$ cat config.mk
export PLATFORM = sky130hd
export DESIGN_NAME = rhtfm_ram
export DESIGN_NICKNAME = d
export VERILOG_FILES = /design/src/rtl/rhtfm_ram.sv
export SDC_FILE = /design/constraint.sdc
export NUM_CORES = 1
export LEC_CHECK = 0
export BUFFER_PORTS_ARGS = -buffer_cell sky130_fd_sc_hd__buf_2
export CAP_MARGIN = 40
export CORE_MARGIN = 5
export CORE_UTILIZATION = 60
export DETAILED_ROUTE_END_ITERATION = 7
export GPL_TIMING_DRIVEN = 0
export PLACE_DENSITY = 0.76
export SLEW_MARGIN = 25
export SYNTH_ARGS = -nofsm -noshare
export SYNTH_HDL_FRONTEND = slang
export SYNTH_SLANG_ARGS = --single-unit
$ cat constraint.sdc
create_clock -name clk -period 3.36 [get_ports clk]
set_input_delay 0 -clock clk [delete_from_list [all_inputs] [get_ports clk]]
set_output_delay 0 -clock clk [all_outputs]
set_load 0.02 [all_outputs]
$ cat src/rtl/rhtfm_ram.sv
// Generic single-write, single-read synchronous RAM with a registered read.
// Standalone; width and depth are set by the instantiating module.

module rhtfm_ram #(
  parameter int WIDTH = 8,
  parameter int DEPTH = 64
) (
  input  logic                                   clk,
  input  logic                                   we,
  input  logic [((DEPTH > 1) ? $clog2(DEPTH) : 1)-1:0] waddr,
  input  logic [WIDTH-1:0]                       wdata,
  input  logic                                   re,
  input  logic [((DEPTH > 1) ? $clog2(DEPTH) : 1)-1:0] raddr,
  output logic [WIDTH-1:0]                       rdata
);

  logic [WIDTH-1:0] mem [DEPTH];

  always_ff @(posedge clk) begin
    if (we) begin
      mem[waddr] <= wdata;
    end
    if (re) begin
      rdata <= mem[raddr];
    end
  end

endmodule

; After elaboration in Yosys (flattened, before gate mapping)
; Memory sizes are Yosys's and may differ from the RTL's. A register that Yosys moved wholly into a read port is not among the register bits.
; Index checks and enable logic that the tools add are counted.
[totals]
regBits = 0
ram_bits = 512
inputBits = 23
out_inout_bits = 8
elab_cells = 3
mem_count = 1
[op_classes]
mux = 2
[memory_table]
columns = name, depth, width, read_ports, rd_ports_with_merged_regs, write_ports, line_no
row1 = mem, 64, 8, 1, 1, 1, 17  ; logic [WIDTH-1:0] mem [DEPTH];
[ops]
columns = operator, count
row1 = $mux W1, 2

; Depth between registers and ports, before layout
[logic_depth]
word_depth = 2
mapped_depth = 9
depth_no_buf = 5

; Worst setup path before layout
; OpenSTA, ideal clock, no wires.
[synth_timing]
kind = register to register
start = memory mem[29][4]
end = register rdata[4], read port of mem (data pin)
setup_time_ps = 270
arrival_time_ps = 1560
required_time_ps = 3090
path_slack_ps = 1530
path_stages_with_launch = 6
n_path_buf = 0
period_less_slack_ps = 1830
path_cell_list = edfxtp_1 > mux4_2 > mux2_2 > o221a_2 > nor3_1 > o32ai_1
[synth_lines]
columns = element, line_no
row1 = from (decl), 17
row2 = to (decl), 14  ; output logic [WIDTH-1:0] rdata

==> key figures <==
Final layout
  • Number of nets in the layout: 1080
  • Fraction of final layout cells with drive strength greater than 1: 0.2715
  • Antenna cells: 0
  • Non-Filler Cell Area, Final: 23030 sq um
  • Final core utilization: 0.6884
  • Signed area change from the synthesized netlist to the final layout: 13.73%

Clocking
  • TritonCTS clock tree: built
  • H-Tree Depth: 2
  • Number of gates resized after CTS: 0
  • Clock buffer count from CTS: 50
  • CTS clock-pin slew for the worst setup and hold paths: 0.06 ns
  • CTS Sinks: 520
  • Number of buffers on the longest clock path: 3
  • Post-CTS Hold Fix Bufs: 7
  • Clk_lat worst skew: 0.56 ns
  • Cell at the root of the clock tree: sky130_fd_sc_hd__clkbuf_16
  • Number of setup buffers added after CTS: 0

Synth
  • Primary FF master, synth: sky130_fd_sc_hd__edfxtp_1
  • Synthesized Nets: 963
  • Compound-gate portion of the synthesized area: 0.02064
  • Number of library cell types mapped by synthesis: 39
  • Post-synthesis share of cell area spent on full adders, half adders and majority gates: 0
  • Most frequently used cell type in the post-synthesis netlist: sky130_fd_sc_hd__edfxtp_1
  • Portion of the post-synthesis area used by sequential elements: 0.7712
  • Number of warnings issued by yosys: 0
  • XOR/XNOR share of the synthesized area: 0
  • Flip-flop and latch count after synthesis: 520
  • Synth area leader: sky130_fd_sc_hd__edfxtp_1
  • Proportion of register bits with asynchronous set or reset after synthesis: 0
  • Cells after Synth: 940
  • Per-instance average area after synthesis: roughly 22 sq um
  • Summed instance area of the synthesized netlist: approximately 20000 sq um
  • Biggest area contributors in the synthesized netlist: sky130_fd_sc_hd__edfxtp_1 77%, sky130_fd_sc_hd__mux4_2 14%, sky130_fd_sc_hd__nor2_1 1.5%
  • Portion of netlist area occupied by mux cells: 0.1588
  • Fraction of synthesized cell area taken by the top area cell type: 0.7712
  • Most common library cells after synthesis: 520 x sky130_fd_sc_hd__edfxtp_1, 126 x sky130_fd_sc_hd__mux4_2, 83 x sky130_fd_sc_hd__nor2_1
  • Simple-gate share of the synthesized area: 0.03374
  • EDFF count, synth: 520
  • Dominant combinational cell family by area after synthesis: multiplexers

STA
  • Transition at the pin with the smallest max-transition slack: 0.8938 ns
  • Setup_tns: 0 ns
  • Pins Over Slew Limit: 0
  • Final Hold Viols: 0
  • Fin worst setup slack: 0.9855 ns
  • Setup repair after global routing missed its margin: no
  • F_max: around 420 MHz
  • Final min period: 2.374 ns
  • Total setup violations reported at the end of the flow: 0
  • Final period util: 0.7067
  • Slew HR: 0.4019
  • Setup Skew: 0.01398 ns

Global routing
  • Maximum number of pins on one net before global-route repair: 65
  • Wire length of the first global-routing pass: 69890 um
  • Via count of the first global-routing pass: 10210
  • Antenna violations before repair: 4
  • GRT overflow: 0
  • Total routing usage reported by global routing: 0.2566

Route
  • Wirelength, routed: 47970 um
  • DRT Pass-1 Iters: 5
  • Vias per std cell: 6.667
  • Wire length per cell: 31.11 um
  • DR DRC count: 0
  • Via count of the routed design: 10281
  • DRT antenna net count: 0
  • Drt first-iter violations: 1467

Setup path
  • Crit-path max FO: 10
  • Capturing element of the worst setup path: rdata[3]$_DFFE_PP_
  • Kind of launch point of the worst setup path: input port
  • Endpoint of the most critical register-to-register path: rdata[4]$_DFFE_PP_
  • Critical Path RT: 3.63 ns
  • Worst setup path start: raddr[1]
  • Worst setup path class: input port to flip-flop
  • Critical path cell sequence: buf_4, buf_2, buf_4, buf_2, nand3b_1, o22ai_1, o41ai_1
  • Crit path max-delay family: buffers and inverters
  • Worst Path Arrival: 2.64 ns
  • Combined buffer and inverter count along the critical path: 4
  • R2R cell count: 5
  • Setup slack of the worst register-to-register path: 1.11 ns
  • Worst-path cell with the longest stage delay: sky130_fd_sc_hd__o41ai_1
  • Critical path depth in cells: 7
  • Largest stage delay, worst path: about 0.7 ns
  • Start of the worst register-to-register path: mem[16][4]$_DFFE_PP_
  • Crit path capture type: flip-flop

Die
  • I/O pin cnt: 31
  • Area enclosed by the die boundary: 37520 sq um
  • Height of the chip: 193.7 um
  • Area of the placeable core: around 33000 sq um
  • Die width: 193.7 um
  • Initial core utilization: 0.6053
  • Number of placement rows: 67

Placed design
  • Half-perimeter wire length after detailed placement: slightly above 30000 um
  • Port bufs: 22
  • Placer Congestion: 0.9569
  • Area after detailed placement: between 20000 and 25000 sq um
  • Setup slack at placement: ~0.54 ns

Outcome
  • Run status: completed

Flow run
  • Max-capacitance violation count: 0

Pwr
  • Static Leakage: 0.007288 uW
  • Maximum vdd drop: 420.4 uV
  • Power density cells: 588.4 nW/um^2

Min path
  • Worst hold-check path type: input port to flip-flop
-- placed cells by master, fill, tap and decap left out, types with 3 or more instances in the layout --
cell and count:
sky130_fd_sc_hd__mux2i_1 23, sky130_fd_sc_hd__edfxtp_1 520, sky130_fd_sc_hd__clkbuf_1 32, sky130_fd_sc_hd__mux4_2 126, sky130_fd_sc_hd__o2111ai_1 3, sky130_fd_sc_hd__a211oi_1 4, sky130_fd_sc_hd__nor2b_1 14, sky130_fd_sc_hd__nand3b_1 3
sky130_fd_sc_hd__nor2_1 83, sky130_fd_sc_hd__mux2_2 13, sky130_fd_sc_hd__buf_12 5, sky130_fd_sc_hd__buf_1 4, sky130_fd_sc_hd__a21oi_1 3, sky130_fd_sc_hd__a22oi_1 3, sky130_fd_sc_hd__buf_16 4, sky130_fd_sc_hd__clkbuf_4 3
sky130_fd_sc_hd__a221oi_1 6, sky130_fd_sc_hd__nand2b_1 7, sky130_fd_sc_hd__nor3_1 5, sky130_fd_sc_hd__o22ai_1 8, sky130_fd_sc_hd__buf_4 37, sky130_fd_sc_hd__clkinv_2 7, sky130_fd_sc_hd__clkbuf_16 53, sky130_fd_sc_hd__clkinv_1 8
sky130_fd_sc_hd__o2bb2ai_1 3, sky130_fd_sc_hd__buf_2 32, sky130_fd_sc_hd__dlygate4sd3_1 7, sky130_fd_sc_hd__nand3_1 13, sky130_fd_sc_hd__nand2_1 19, sky130_fd_sc_hd__buf_6 7, sky130_fd_sc_hd__bufinv_16 6, sky130_fd_sc_hd__o221ai_1 8
-- through the flow --
stage,std cells,hold WS (ns),total power [uW]
6_report,1542,0.02744,13550
3_5_place_dp,1425,0.3402,8067
2_1_floorplan,940,0.09887,7736
3_3_place_gp,1410,0.3320,8025
4_1_cts,1521,0.004571,13570
5_1_grt,1542,0.03030,13920
-- state kept, by name, indices dropped and copies added, names as in the netlist --
signal,count
rdata,8
mem,512
-- layer usage --
metal,share of wire,track usage
met5,0.00083,0
met4,0.041,0.08419
met2,0.47,0.4000
met3,0.11,0.06811
met1,0.37,0.3636
-- how the worst min path moves through the flow --
| stage | start | end | slack [ns] | depth (start not counted) |
|---|---|---|---|---|
| final | wdata[0] | mem[44][0]$_DFFE_PP_ | 0.03 | 1 |
| after global routing | wdata[0] | mem[46][0]$_DFFE_PP_ | 0.03 | 1 |
| after CTS | wdata[0] | mem[41][0]$_DFFE_PP_ | 0.005 | 1 |
| after detailed placement | re | rdata[1]$_DFFE_PP_ | 0.34 | 1 |
| after global placement | re | rdata[2]$_DFFE_PP_ | 0.33 | 1 |
| after floorplan | wdata[0] | mem[0][0]$_DFFE_PP_ | 0.1 | 0 |
-- area by class of cell --
type                    instances  area, sq um
multi-input cells             369         4325
flip-flops and latches        520        15620
repair buffers                 65        581.8
fillers                      1940        10420
clock inverters                21        245.2
clock buffers                  68         1383
well taps                     448        560.5
plain buffers                  51        316.6
-- worst register-to-register path, stage by stage, from the launching register on --
cell	delay (ns)
sky130_fd_sc_hd__edfxtp_1	0.39
sky130_fd_sc_hd__mux4_2	0.47
sky130_fd_sc_hd__mux2_2	0.31
sky130_fd_sc_hd__o221a_2	0.28
sky130_fd_sc_hd__nor3_1	0.31
sky130_fd_sc_hd__o32ai_1	0.20
-- logic make-up after synthesis --
family / after synthesis
flip-flops: 520
multiplexers: 162
AND/OR/NAND/NOR: 153
AO/OA/AOI/OAI: 54
buffers and inverters: 51
-- power by group --
group          switching [uW]  internal [uW]
registers                12.8           7190
clock network            2270           3330
logic                     471            281
total                    2750          10800
Power figures use the tool's default switching activity.
